--- src/hw/rtl/foc_hs_pkg.sv ---
package foc_hs_pkg;

	// Width of the internal value registers and of operand A of the shared multiplier.
	localparam int VW = 48;
	localparam int BW = 18;
	localparam int PW = VW + BW;
	localparam int INTEG_W = 32;
	localparam int MID_W = 12;
	localparam int GAIN_W = 16;
	localparam int CFG_IW = 3;
	localparam int CFG_DW = 16;
	localparam int STEP_W = 5;

	localparam logic [CFG_IW-1:0] REG_MIDPOINT = 3'd0;
	localparam logic [CFG_IW-1:0] REG_FLUX_KP = 3'd1;
	localparam logic [CFG_IW-1:0] REG_FLUX_KI = 3'd2;
	localparam logic [CFG_IW-1:0] REG_TORQUE_KP = 3'd3;
	localparam logic [CFG_IW-1:0] REG_TORQUE_KI = 3'd4;

	// Multiplier operand A selects.
	localparam logic [3:0] MA_NONE = 4'd0;
	localparam logic [3:0] MA_DIFFA = 4'd1;
	localparam logic [3:0] MA_DIFFB = 4'd2;
	localparam logic [3:0] MA_THR = 4'd3;
	localparam logic [3:0] MA_IA = 4'd4;
	localparam logic [3:0] MA_IB = 4'd5;
	localparam logic [3:0] MA_BETA = 4'd6;
	localparam logic [3:0] MA_ERRD = 4'd7;
	localparam logic [3:0] MA_ERRQ = 4'd8;
	localparam logic [3:0] MA_VD = 4'd9;
	localparam logic [3:0] MA_VQ = 4'd10;
	localparam logic [3:0] MA_VAL = 4'd11;
	localparam logic [3:0] MA_VBE = 4'd12;

	// Multiplier operand B selects.
	localparam logic [3:0] MB_NONE = 4'd0;
	localparam logic [3:0] MB_GAIN = 4'd1;
	localparam logic [3:0] MB_PCT = 4'd2;
	localparam logic [3:0] MB_INVS3 = 4'd3;
	localparam logic [3:0] MB_INVS3X2 = 4'd4;
	localparam logic [3:0] MB_COS = 4'd5;
	localparam logic [3:0] MB_SIN = 4'd6;
	localparam logic [3:0] MB_KID = 4'd7;
	localparam logic [3:0] MB_KPD = 4'd8;
	localparam logic [3:0] MB_KIQ = 4'd9;
	localparam logic [3:0] MB_KPQ = 4'd10;
	localparam logic [3:0] MB_MHALF = 4'd11;
	localparam logic [3:0] MB_S3H = 4'd12;

	// Accumulator operations.
	localparam logic [1:0] AC_HOLD = 2'd0;
	localparam logic [1:0] AC_LD = 2'd1;
	localparam logic [1:0] AC_ADD = 2'd2;
	localparam logic [1:0] AC_SUB = 2'd3;

	// Write-back destinations.
	localparam logic [4:0] WB_NONE = 5'd0;
	localparam logic [4:0] WB_IA = 5'd1;
	localparam logic [4:0] WB_IB = 5'd2;
	localparam logic [4:0] WB_IQREF = 5'd3;
	localparam logic [4:0] WB_BETA = 5'd4;
	localparam logic [4:0] WB_ID = 5'd5;
	localparam logic [4:0] WB_IQ = 5'd6;
	localparam logic [4:0] WB_ERRD = 5'd7;
	localparam logic [4:0] WB_ERRQ = 5'd8;
	localparam logic [4:0] WB_FI = 5'd9;
	localparam logic [4:0] WB_VD = 5'd10;
	localparam logic [4:0] WB_TI = 5'd11;
	localparam logic [4:0] WB_VQ = 5'd12;
	localparam logic [4:0] WB_VAL = 5'd13;
	localparam logic [4:0] WB_VBE = 5'd14;
	localparam logic [4:0] WB_VB = 5'd15;
	localparam logic [4:0] WB_VC = 5'd16;

	localparam logic signed [BW-1:0] K_INVS3 = 18'sd18919;
	localparam logic signed [BW-1:0] K_INVS3X2 = 18'sd37838;
	localparam logic signed [BW-1:0] K_MHALF = -18'sd16384;
	localparam logic signed [BW-1:0] K_S3H = 18'sd28378;

	localparam logic [STEP_W-1:0] LAST_STEP = 5'd30;

	typedef struct packed {
		logic [3:0] a_sel;
		logic [3:0] b_sel;
		logic [1:0] acc_op;
		logic [4:0] wb;
	} uop_t;

	typedef struct packed {
		logic load_in;
		logic out_load;
		uop_t uop;
	} cmd_t;

	typedef struct packed {
		logic out_full;
	} sts_t;

	function automatic logic signed [BW-1:0] hall_sin(input logic [2:0] h);
		case (h)
			3'd2: hall_sin = 18'sd28378;
			3'd3: hall_sin = -18'sd28378;
			3'd4: hall_sin = 18'sd28378;
			3'd6: hall_sin = -18'sd28378;
			default: hall_sin = 18'sd0;
		endcase
	endfunction

	function automatic logic signed [BW-1:0] hall_cos(input logic [2:0] h);
		case (h)
			3'd2: hall_cos = 18'sd16384;
			3'd3: hall_cos = 18'sd16384;
			3'd4: hall_cos = -18'sd16384;
			3'd5: hall_cos = -18'sd32767;
			3'd6: hall_cos = -18'sd16384;
			default: hall_cos = 18'sd32767;
		endcase
	endfunction

	function automatic logic signed [BW-1:0] assist_pct(input logic [2:0] lvl);
		case (lvl)
			3'd1: assist_pct = 18'sd20;
			3'd2: assist_pct = 18'sd40;
			3'd3: assist_pct = 18'sd60;
			3'd4: assist_pct = 18'sd80;
			3'd5: assist_pct = 18'sd100;
			default: assist_pct = 18'sd0;
		endcase
	endfunction

	// Microprogram. A product issued in one step is accumulated in the next,
	// and an accumulated value is written back in the step after that.
	function automatic uop_t uop_at(input logic [STEP_W-1:0] step);
		case (step)
			5'd0: uop_at = '{MA_DIFFA, MB_GAIN, AC_HOLD, WB_NONE};
			5'd1: uop_at = '{MA_DIFFB, MB_GAIN, AC_LD, WB_NONE};
			5'd2: uop_at = '{MA_THR, MB_PCT, AC_LD, WB_IA};
			5'd3: uop_at = '{MA_NONE, MB_NONE, AC_LD, WB_IB};
			5'd4: uop_at = '{MA_IA, MB_INVS3, AC_HOLD, WB_IQREF};
			5'd5: uop_at = '{MA_IB, MB_INVS3X2, AC_LD, WB_NONE};
			5'd6: uop_at = '{MA_NONE, MB_NONE, AC_ADD, WB_NONE};
			5'd7: uop_at = '{MA_NONE, MB_NONE, AC_HOLD, WB_BETA};
			5'd8: uop_at = '{MA_IA, MB_COS, AC_HOLD, WB_NONE};
			5'd9: uop_at = '{MA_BETA, MB_SIN, AC_LD, WB_NONE};
			5'd10: uop_at = '{MA_BETA, MB_COS, AC_ADD, WB_NONE};
			5'd11: uop_at = '{MA_IA, MB_SIN, AC_LD, WB_ID};
			5'd12: uop_at = '{MA_NONE, MB_NONE, AC_SUB, WB_ERRD};
			5'd13: uop_at = '{MA_ERRD, MB_KID, AC_HOLD, WB_IQ};
			5'd14: uop_at = '{MA_ERRD, MB_KPD, AC_LD, WB_ERRQ};
			5'd15: uop_at = '{MA_ERRQ, MB_KIQ, AC_LD, WB_FI};
			5'd16: uop_at = '{MA_ERRQ, MB_KPQ, AC_LD, WB_VD};
			5'd17: uop_at = '{MA_NONE, MB_NONE, AC_LD, WB_TI};
			5'd18: uop_at = '{MA_NONE, MB_NONE, AC_HOLD, WB_VQ};
			5'd19: uop_at = '{MA_VD, MB_COS, AC_HOLD, WB_NONE};
			5'd20: uop_at = '{MA_VQ, MB_SIN, AC_LD, WB_NONE};
			5'd21: uop_at = '{MA_VD, MB_SIN, AC_SUB, WB_NONE};
			5'd22: uop_at = '{MA_VQ, MB_COS, AC_LD, WB_VAL};
			5'd23: uop_at = '{MA_NONE, MB_NONE, AC_ADD, WB_NONE};
			5'd24: uop_at = '{MA_NONE, MB_NONE, AC_HOLD, WB_VBE};
			5'd25: uop_at = '{MA_VAL, MB_MHALF, AC_HOLD, WB_NONE};
			5'd26: uop_at = '{MA_VBE, MB_S3H, AC_LD, WB_NONE};
			5'd27: uop_at = '{MA_VAL, MB_MHALF, AC_ADD, WB_NONE};
			5'd28: uop_at = '{MA_VBE, MB_S3H, AC_LD, WB_VB};
			5'd29: uop_at = '{MA_NONE, MB_NONE, AC_SUB, WB_NONE};
			5'd30: uop_at = '{MA_NONE, MB_NONE, AC_HOLD, WB_VC};
			default: uop_at = '{MA_NONE, MB_NONE, AC_HOLD, WB_NONE};
		endcase
	endfunction

endpackage

--- src/hw/rtl/foc_hs_ctrl.sv ---
module foc_hs_ctrl (
	input  logic              clk,
	input  logic              arst_n,
	input  logic              in_valid,
	output logic              in_ready,
	input  foc_hs_pkg::sts_t  sts,
	output foc_hs_pkg::cmd_t  cmd
);
	import foc_hs_pkg::*;

	localparam logic [1:0] ST_IDLE = 2'd0;
	localparam logic [1:0] ST_RUN = 2'd1;
	localparam logic [1:0] ST_WAIT = 2'd2;

	logic [1:0]        state_q;
	logic [STEP_W-1:0] step_q;

	assign in_ready = (state_q == ST_IDLE);

	always_comb begin
		cmd = '0;
		cmd.load_in = in_valid && (state_q == ST_IDLE);
		if (state_q == ST_RUN) begin
			cmd.uop = uop_at(step_q);
		end
		cmd.out_load = (state_q == ST_WAIT) && !sts.out_full;
	end

	always_ff @(posedge clk or negedge arst_n) begin
		if (!arst_n) begin
			state_q <= ST_IDLE;
			step_q <= '0;
		end else begin
			case (state_q)
				ST_IDLE: begin
					if (in_valid) begin
						state_q <= ST_RUN;
						step_q <= '0;
					end
				end
				ST_RUN: begin
					if (step_q == LAST_STEP) begin
						state_q <= ST_WAIT;
					end else begin
						step_q <= step_q + 1'b1;
					end
				end
				ST_WAIT: begin
					if (!sts.out_full) begin
						state_q <= ST_IDLE;
					end
				end
				default: begin
					state_q <= ST_IDLE;
				end
			endcase
		end
	end

endmodule

--- src/hw/rtl/foc_hs_datapath.sv ---
module foc_hs_datapath #(
	parameter int ADC_BITS = 12,
	parameter int CURRENT_GAIN = 100,
	parameter int DRIVE_BITS = 16
) (
	input  logic                           clk,
	input  logic                           arst_n,
	input  logic [ADC_BITS-1:0]            phase_a_sample,
	input  logic [ADC_BITS-1:0]            phase_b_sample,
	input  logic [2:0]                     hall_pattern,
	input  logic [ADC_BITS-1:0]            throttle_sample,
	input  logic [2:0]                     assist_level,
	input  logic                           cfg_wen,
	input  logic [foc_hs_pkg::CFG_IW-1:0]  cfg_index,
	input  logic [foc_hs_pkg::CFG_DW-1:0]  cfg_wdata,
	input  foc_hs_pkg::cmd_t               cmd,
	output foc_hs_pkg::sts_t               sts,
	output logic                           m_tvalid,
	input  logic                           m_tready,
	output logic [DRIVE_BITS-1:0]          drive_a,
	output logic [DRIVE_BITS-1:0]          drive_b,
	output logic [DRIVE_BITS-1:0]          drive_c,
	output logic                           clipped
);
	import foc_hs_pkg::*;

	localparam logic signed [VW-1:0] I32_MAX = {{(VW-INTEG_W+1){1'b0}}, {(INTEG_W-1){1'b1}}};
	localparam logic signed [VW-1:0] I32_MIN = {{(VW-INTEG_W+1){1'b1}}, {(INTEG_W-1){1'b0}}};
	localparam logic signed [VW-1:0] DRV_MAX =
		{{(VW-DRIVE_BITS+1){1'b0}}, {(DRIVE_BITS-1){1'b1}}};
	localparam logic signed [VW-1:0] DRV_MIN =
		{{(VW-DRIVE_BITS+1){1'b1}}, {(DRIVE_BITS-1){1'b0}}};
	localparam logic signed [PW-1:0] HALF15 = PW'(16384);
	localparam logic signed [PW-1:0] HALF8 = PW'(128);
	localparam logic signed [BW-1:0] GAIN_K = BW'(CURRENT_GAIN);

	logic [MID_W-1:0]  mid_q;
	logic [GAIN_W-1:0] kpd_q, kid_q, kpq_q, kiq_q;

	logic [ADC_BITS-1:0] pa_q, pb_q, thr_q;
	logic [2:0]          hall_q, lvl_q;

	logic signed [VW-1:0] ia_q, ib_q, beta_q, id_q, iq_q, iqref_q, errd_q, errq_q;
	logic signed [VW-1:0] vd_q, vq_q, val_q, vbe_q, vb_q, vc_q;
	logic signed [INTEG_W-1:0] fi_q, ti_q;
	logic                      clip_q;

	logic signed [VW-1:0] mul_a;
	logic signed [BW-1:0] mul_b;
	logic signed [PW-1:0] p_q, acc_q;

	logic signed [PW-1:0] s15, s8, sadc;
	logic signed [VW-1:0] r15, r8, radc, integ_sum, integ_sat;
	logic                 integ_ovf;
	logic signed [INTEG_W-1:0] integ_sel;

	logic signed [VW-1:0] diff_a, diff_b;
	logic [DRIVE_BITS-1:0] ca, cb, cc;
	logic                  oa, ob, oc;
	logic                  out_valid_q;

	always_ff @(posedge clk or negedge arst_n) begin
		if (!arst_n) begin
			mid_q <= MID_W'(2048);
			kpd_q <= GAIN_W'(256);
			kid_q <= GAIN_W'(26);
			kpq_q <= GAIN_W'(256);
			kiq_q <= GAIN_W'(26);
		end else if (cfg_wen) begin
			case (cfg_index)
				REG_MIDPOINT: mid_q <= cfg_wdata[MID_W-1:0];
				REG_FLUX_KP: kpd_q <= cfg_wdata;
				REG_FLUX_KI: kid_q <= cfg_wdata;
				REG_TORQUE_KP: kpq_q <= cfg_wdata;
				REG_TORQUE_KI: kiq_q <= cfg_wdata;
				default: begin
				end
			endcase
		end
	end

	always_ff @(posedge clk) begin
		if (cmd.load_in) begin
			pa_q <= phase_a_sample;
			pb_q <= phase_b_sample;
			hall_q <= hall_pattern;
			thr_q <= throttle_sample;
			lvl_q <= assist_level;
		end
	end

	assign diff_a = $signed({{(VW-ADC_BITS){1'b0}}, pa_q}) - $signed({{(VW-MID_W){1'b0}}, mid_q});
	assign diff_b = $signed({{(VW-ADC_BITS){1'b0}}, pb_q}) - $signed({{(VW-MID_W){1'b0}}, mid_q});

	always_comb begin
		case (cmd.uop.a_sel)
			MA_DIFFA: mul_a = diff_a;
			MA_DIFFB: mul_a = diff_b;
			MA_THR: mul_a = $signed({{(VW-ADC_BITS){1'b0}}, thr_q});
			MA_IA: mul_a = ia_q;
			MA_IB: mul_a = ib_q;
			MA_BETA: mul_a = beta_q;
			MA_ERRD: mul_a = errd_q;
			MA_ERRQ: mul_a = errq_q;
			MA_VD: mul_a = vd_q;
			MA_VQ: mul_a = vq_q;
			MA_VAL: mul_a = val_q;
			MA_VBE: mul_a = vbe_q;
			default: mul_a = '0;
		endcase
		case (cmd.uop.b_sel)
			MB_GAIN: mul_b = GAIN_K;
			MB_PCT: mul_b = assist_pct(lvl_q);
			MB_INVS3: mul_b = K_INVS3;
			MB_INVS3X2: mul_b = K_INVS3X2;
			MB_COS: mul_b = hall_cos(hall_q);
			MB_SIN: mul_b = hall_sin(hall_q);
			MB_KID: mul_b = $signed({2'b00, kid_q});
			MB_KPD: mul_b = $signed({2'b00, kpd_q});
			MB_KIQ: mul_b = $signed({2'b00, kiq_q});
			MB_KPQ: mul_b = $signed({2'b00, kpq_q});
			MB_MHALF: mul_b = K_MHALF;
			MB_S3H: mul_b = K_S3H;
			default: mul_b = '0;
		endcase
	end

	always_ff @(posedge clk) begin
		p_q <= mul_a * mul_b;
		case (cmd.uop.acc_op)
			AC_LD: acc_q <= p_q;
			AC_ADD: acc_q <= acc_q + p_q;
			AC_SUB: acc_q <= acc_q - p_q;
			default: acc_q <= acc_q;
		endcase
	end

	// s15, s8 round half up (add half an LSB, shift); sadc truncates.
	assign s15 = (acc_q + HALF15) >>> 15;
	assign s8 = (acc_q + HALF8) >>> 8;
	assign sadc = acc_q >>> ADC_BITS;
	assign r15 = s15[VW-1:0];
	assign r8 = s8[VW-1:0];
	assign radc = sadc[VW-1:0];

	assign integ_sel = (cmd.uop.wb == WB_FI || cmd.uop.wb == WB_VD) ? fi_q : ti_q;
	assign integ_sum = r8 + VW'(integ_sel);
	assign integ_ovf = (integ_sum > I32_MAX) || (integ_sum < I32_MIN);
	assign integ_sat = (integ_sum > I32_MAX) ? I32_MAX :
		((integ_sum < I32_MIN) ? I32_MIN : integ_sum);

	always_ff @(posedge clk or negedge arst_n) begin
		if (!arst_n) begin
			fi_q <= '0;
			ti_q <= '0;
			clip_q <= 1'b0;
		end else begin
			if (cmd.load_in) begin
				clip_q <= 1'b0;
			end
			case (cmd.uop.wb)
				WB_FI: begin
					fi_q <= integ_sat[INTEG_W-1:0];
					if (integ_ovf) begin
						clip_q <= 1'b1;
					end
				end
				WB_TI: begin
					ti_q <= integ_sat[INTEG_W-1:0];
					if (integ_ovf) begin
						clip_q <= 1'b1;
					end
				end
				default: begin
				end
			endcase
		end
	end

	always_ff @(posedge clk) begin
		case (cmd.uop.wb)
			WB_IA: ia_q <= acc_q[VW-1:0];
			WB_IB: ib_q <= acc_q[VW-1:0];
			WB_IQREF: iqref_q <= radc;
			WB_BETA: beta_q <= r15;
			WB_ID: id_q <= r15;
			WB_IQ: iq_q <= r15;
			WB_ERRD: errd_q <= -id_q;
			WB_ERRQ: errq_q <= iqref_q - iq_q;
			WB_VD: vd_q <= integ_sum;
			WB_VQ: vq_q <= integ_sum;
			WB_VAL: val_q <= r15;
			WB_VBE: vbe_q <= r15;
			WB_VB: vb_q <= r15;
			WB_VC: vc_q <= r15;
			default: begin
			end
		endcase
	end

	always_comb begin
		oa = (val_q > DRV_MAX) || (val_q < DRV_MIN);
		ob = (vb_q > DRV_MAX) || (vb_q < DRV_MIN);
		oc = (vc_q > DRV_MAX) || (vc_q < DRV_MIN);
		ca = (val_q > DRV_MAX) ? DRV_MAX[DRIVE_BITS-1:0] :
			((val_q < DRV_MIN) ? DRV_MIN[DRIVE_BITS-1:0] : val_q[DRIVE_BITS-1:0]);
		cb = (vb_q > DRV_MAX) ? DRV_MAX[DRIVE_BITS-1:0] :
			((vb_q < DRV_MIN) ? DRV_MIN[DRIVE_BITS-1:0] : vb_q[DRIVE_BITS-1:0]);
		cc = (vc_q > DRV_MAX) ? DRV_MAX[DRIVE_BITS-1:0] :
			((vc_q < DRV_MIN) ? DRV_MIN[DRIVE_BITS-1:0] : vc_q[DRIVE_BITS-1:0]);
	end

	always_ff @(posedge clk or negedge arst_n) begin
		if (!arst_n) begin
			out_valid_q <= 1'b0;
		end else if (cmd.out_load) begin
			out_valid_q <= 1'b1;
		end else if (m_tready) begin
			out_valid_q <= 1'b0;
		end
	end

	always_ff @(posedge clk) begin
		if (cmd.out_load) begin
			drive_a <= ca;
			drive_b <= cb;
			drive_c <= cc;
			clipped <= clip_q | oa | ob | oc;
		end
	end

	assign m_tvalid = out_valid_q;
	assign sts.out_full = out_valid_q && !m_tready;

endmodule

--- src/hw/rtl/foc_current_loop_hall_sector.sv ---
// Field-oriented current loop with the rotor angle taken from the Hall sector.
// An input transaction carries two phase-current samples, the Hall pattern, a
// throttle sample and an assist level; each one yields one output transaction
// with three saturated phase voltage commands and a clip flag. One item is in
// work at a time: after acceptance the block runs a 31-step microprogram on a
// single shared multiplier and accumulator, then loads the output register and
// is ready again, provided the previous result has been taken by then. The user
// must write registers through the cfg port only while no item is in work; the
// block itself does not enforce this.
module foc_current_loop_hall_sector #(
	parameter int ADC_BITS = 12,
	parameter int CURRENT_GAIN = 100,
	parameter int DRIVE_BITS = 16
) (
	input  logic                                  clk,
	input  logic                                  arst_n,
	input  logic                                  s_tvalid,
	output logic                                  s_tready,
	// phase_a_sample, phase_b_sample, hall_pattern, throttle_sample, assist_level
	input  logic [((3*ADC_BITS+6+7)/8)*8-1:0]     s_tdata,
	output logic                                  m_tvalid,
	input  logic                                  m_tready,
	// drive_a, drive_b, drive_c
	output logic [((3*DRIVE_BITS+7)/8)*8-1:0]     m_tdata,
	// clipped
	output logic                                  m_tuser,
	input  logic                                  cfg_wen,
	input  logic [foc_hs_pkg::CFG_IW-1:0]         cfg_index,
	input  logic [foc_hs_pkg::CFG_DW-1:0]         cfg_wdata
);
	import foc_hs_pkg::*;

	localparam int ODW = ((3*DRIVE_BITS+7)/8)*8;

	cmd_t cmd;
	sts_t sts;
	logic [DRIVE_BITS-1:0] drive_a, drive_b, drive_c;

	foc_hs_ctrl u_ctrl (
		.clk      (clk),
		.arst_n   (arst_n),
		.in_valid (s_tvalid),
		.in_ready (s_tready),
		.sts      (sts),
		.cmd      (cmd)
	);

	foc_hs_datapath #(
		.ADC_BITS     (ADC_BITS),
		.CURRENT_GAIN (CURRENT_GAIN),
		.DRIVE_BITS   (DRIVE_BITS)
	) u_dp (
		.clk             (clk),
		.arst_n          (arst_n),
		.phase_a_sample  (s_tdata[ADC_BITS-1:0]),
		.phase_b_sample  (s_tdata[2*ADC_BITS-1:ADC_BITS]),
		.hall_pattern    (s_tdata[2*ADC_BITS+2:2*ADC_BITS]),
		.throttle_sample (s_tdata[3*ADC_BITS+2:2*ADC_BITS+3]),
		.assist_level    (s_tdata[3*ADC_BITS+5:3*ADC_BITS+3]),
		.cfg_wen         (cfg_wen),
		.cfg_index       (cfg_index),
		.cfg_wdata       (cfg_wdata),
		.cmd             (cmd),
		.sts             (sts),
		.m_tvalid        (m_tvalid),
		.m_tready        (m_tready),
		.drive_a         (drive_a),
		.drive_b         (drive_b),
		.drive_c         (drive_c),
		.clipped         (m_tuser)
	);

	assign m_tdata = ODW'({drive_c, drive_b, drive_a});

endmodule

--- config.mk ---
export PLATFORM = sky130hd
export DESIGN_NAME = foc_current_loop_hall_sector
export DESIGN_NICKNAME = d
export VERILOG_FILES = /design/src/hw/rtl/foc_hs_pkg.sv /design/src/hw/rtl/foc_hs_ctrl.sv /design/src/hw/rtl/foc_hs_datapath.sv /design/src/hw/rtl/foc_current_loop_hall_sector.sv
export SDC_FILE = /design/constraint.sdc
export NUM_CORES = 2
export LEC_CHECK = 0
export ABC_CLOCK_PERIOD_IN_PS = 32200
export BUFFER_PORTS_ARGS = -buffer_cell sky130_fd_sc_hd__buf_4
export CAP_MARGIN = 20
export CORE_MARGIN = 2
export CORE_UTILIZATION = 35
export CTS_CLUSTER_DIAMETER = 80
export DETAILED_ROUTE_END_ITERATION = 8
export RECOVER_POWER = 25
export SYNTH_ARGS = -nofsm -noshare
export SYNTH_HDL_FRONTEND = slang
export SYNTH_SLANG_ARGS = --single-unit
--- constraint.sdc ---
create_clock -name clk -period 32.2 [get_ports clk]
set_input_delay 6.44 -clock clk [delete_from_list [all_inputs] [get_ports clk]]
set_output_delay 6.44 -clock clk [all_outputs]
set_load 0.01 [all_outputs]
==> results.sh <==
export IMPL_finish_net_count=8835
export IMPL_post_route_util_pct=38.9
export IMPL_synth_xor_area_share_pct=4.65
export IMPL_cp_max_fo=43
export IMPL_post_cts_resized=0
export IMPL_crit_top_cell="fa_1"
export IMPL_drive_gt1_share_pct=8.01
export IMPL_wl_um=244000
export IMPL_ctsHtreeMaxLevel=3
export IMPL_fp_row_count=174
export IMPL_crit_cells=31
export IMPL_status="finished, violations left"
export IMPL_synth_edff_count=826
export IMPL_synth_main_ff_cell="edfxtp_1"
export IMPL_start_util_pct=35.1
export IMPL_cts_setup_buffers=0
export IMPL_io_pins=123
export IMPL_fillCellCount=21800
export IMPL_ys_ff_latch=1038
export IMPL_syn_to_final_growth_pct=10.8
export IMPL_critPathLaunchType="flop"
export IMPL_setup_tns_final_ns=0
export IMPL_rr_worst_depth=31
export IMPL_worstSkewPairLatency_ns=0.77
export IMPL_cts_root_buf="clkbuf_16"
export IMPL_cts_buffer_depth=3
export IMPL_place_congestion=0.933
export IMPL_end_kind="flop"
export IMPL_period_share_pct=41.9
export IMPL_finalSetupViolCount=0
export IMPL_synth_commonest_cells="inv_1, nand2_1, edfxtp_1"
export IMPL_period_minus_slack_ns=13.48
export IMPL_dr_pass1_iters=6
export IMPL_drv_cap=7
export IMPL_synthMuxAreaShare_pct=1.66
export IMPL_holdPathStages=0
export IMPL_rsz0062_at_grt="false"
export IMPL_antenna_found_initial=11
export IMPL_cts_made_buffers=111
export IMPL_synth_cell_types=98
export IMPL_synth_avg_cell_area_um2=10.4
export IMPL_synth_fp_nets=8770
export IMPL_worstPathArrival_ns=14.15
export IMPL_path_class="reg2reg"
export IMPL_ys_seq_area_share_pct=37.9
export IMPL_fmax_ghz=0.0742
export IMPL_path_buf_inv=6
export IMPL_overflow=0
export IMPL_hp_class="reg2reg"
export IMPL_core_area_mm2=0.224
export IMPL_cp_top_family="compound AO/OA/AOI/OAI gates"
export IMPL_max_slew_margin_rel_pct=-193
export IMPL_ys_warn_count=0
export IMPL_yosys_area_top_type="edfxtp_1"
export IMPL_portBuffers=116
export IMPL_cts_clk_slew_worst_paths_ns=0.06
export IMPL_cts_num_sinks=1038
export IMPL_worst_slew_pin_slew_ns=4.39
export IMPL_synthTopCellsByArea="edfxtp_1, fa_1, ha_1, inv_1, nand2_1"
export IMPL_cts_hold_buf=0
export IMPL_postRouteAntennaNets=0
export IMPL_drtIter0Drc=5320
export IMPL_die_h_um=478
export IMPL_die_w_um=478
export IMPL_worstPathRequired_ns=32.87
export IMPL_violations="capacitance limit, slew limit"
export IMPL_seq_area_mm2=0.0298
export IMPL_hold_viol=0
export IMPL_vias=57600
export IMPL_synth_area_mm2=0.0787
export IMPL_synthCells=7564
export IMPL_cp_slowest_cell="a2111oi_0"
export IMPL_synth_top_area_share_pct=31.5
export IMPL_async_reset_ff_share_pct=14.4
export IMPL_reg2reg_slack_ns=18.72
export IMPL_timing_hold_ws_ns=0.472
export IMPL_cts_tree="done"
export IMPL_drcViolationCount=0
export IMPL_grt_max_degree=82
export IMPL_reg_largest_list="u_dp.acc_q x63, u_dp.p_q x63"
export IMPL_drv_slew=198
export IMPL_synth_compound_area_share_pct=10.7
export IMPL_synth_top_family_by_area="adder cells"
export IMPL_fp_dieArea_mm2=0.229
export IMPL_synth_most_common_cell="inv_1"
export IMPL_multiInputGateArea_mm2=0.0441
export IMPL_dp_hpwl_um=182000
export IMPL_grt_pass1_wl_um=371000
export IMPL_yosys_area_share_simple_pct=12.9
export IMPL_synthAdderAreaFrac_pct=25.6
export IMPL_grt_pass1_vias=58100
export IMPL_slowest_delay_ns=0.94
export IMPL_grt_total_usage_pct=21.2
export IMPL_finClkSkew_ns=0.0522
export IMPL_wl_per_cell_um=22.8
export IMPL_viasPerCell=5.37
## worst paths after layout
check,startpoint,end
worst max-delay path,u_ctrl.step_q[1],u_dp.p_q[59]
min in group asynchronous,arst_n,u_dp.fi_q[28]
worst min register to register,u_dp.acc_q[3],u_dp.ib_q[3]
worst max register to register,u_ctrl.step_q[1],u_dp.p_q[59]
max in group asynchronous,arst_n,u_dp.kpq_q[7]
worst min-delay path,u_dp.acc_q[3],u_dp.ib_q[3]
## placed cells by master, fill, tap and decap left out, types with 23 or more instances in the layout
cell type     n
inv_1      1057
nand2_1    1034
edfxtp_1    826
fa_1        791
nor2_1      450
ha_1        343
a21oi_1     259
buf_4       242
xnor2_1     232
o21ai_0     224
xor2_1      182
a21o_1      140
dfrtp_1     140
nand3_1     121
clkbuf_16   114
mux2_2      102
and2_1       98
nand4_1      91
a22oi_1      84
o31ai_1      77
nor3_1       75
dfxtp_1      63
and3_1       59
nand2b_1     56
clkbuf_1     56
a221oi_1     55
nor4_1       47
a31oi_1      42
a211oi_1     41
o21a_1       38
a22o_1       38
o21bai_1     35
nor2b_1      34
a222oi_1     28
a221o_1      28
or4_1        25
or3_1        24
or2_2        23
## final cells by class
| cell class | instances | area share, % |
|---|---|---|
| tap | 2992 | 4.29 |
| timing repair buffer | 268 | 2.21 |
| inverter | 1061 | 4.57 |
| clock buffer | 156 | 3.57 |
| antenna | 5 | 0.0143 |
| multi-input combinational | 5149 | 50.6 |
| clock inverter | 53 | 0.587 |
| sequential | 1038 | 34.2 |
## worst register-to-register path, delay by kind of cell, from the launching register on
| kind | cells | cell delay, ns |
|---|---|---|
| AOI/OAI and AO/OA | 11 | 4.86 |
| adders and majority gates | 8 | 4.08 |
| and+or+nand+nor | 5 | 2.36 |
| buffers and inverters | 6 | 1.40 |
| DFF | 1 | 0.56 |
| xor gates and xnor gates | 1 | 0.13 |
## cell families (layout without fill, tap and decap cells)
logic type                 Yosys count  in the layout
adders and majority gates         1134           1134
AOI/OAI and AO/OA                 1240           1240
other                                0              5
xor gates and xnor gates           416            416
muxes                              118            118
DFF                               1038           1038
buffers and inverters             1377           1538
and+or+nand+nor                   2241           2241
## per-stage QoR
step	worst slack, ns	instance area (µm²)	std cells
CTS	18.91	87300	10700
detailed placement	18.97	83700	10500
floorplan	22.05	78700	7564
global route	18.23	87200	10700
finish	18.72	87200	10700
global placement	19.09	83600	10500
## per-layer routing
layer / vias to the layer above / wire length (µm) / part of all wire, % / global-route usage (%)
met5: - / 23 / 0.0094 / 0
met4: 4 / 10100 / 4.1 / 7.75
met3: 384 / 18200 / 7.5 / 3.63
met2: 2238 / 112000 / 46 / 33.6
met1: 29300 / 104000 / 43 / 29.1
li1: 25700 / - / - / -
Power is not shown: default switching activity piles up to over one toggle a cycle in this logic, so the estimate is an artifact.
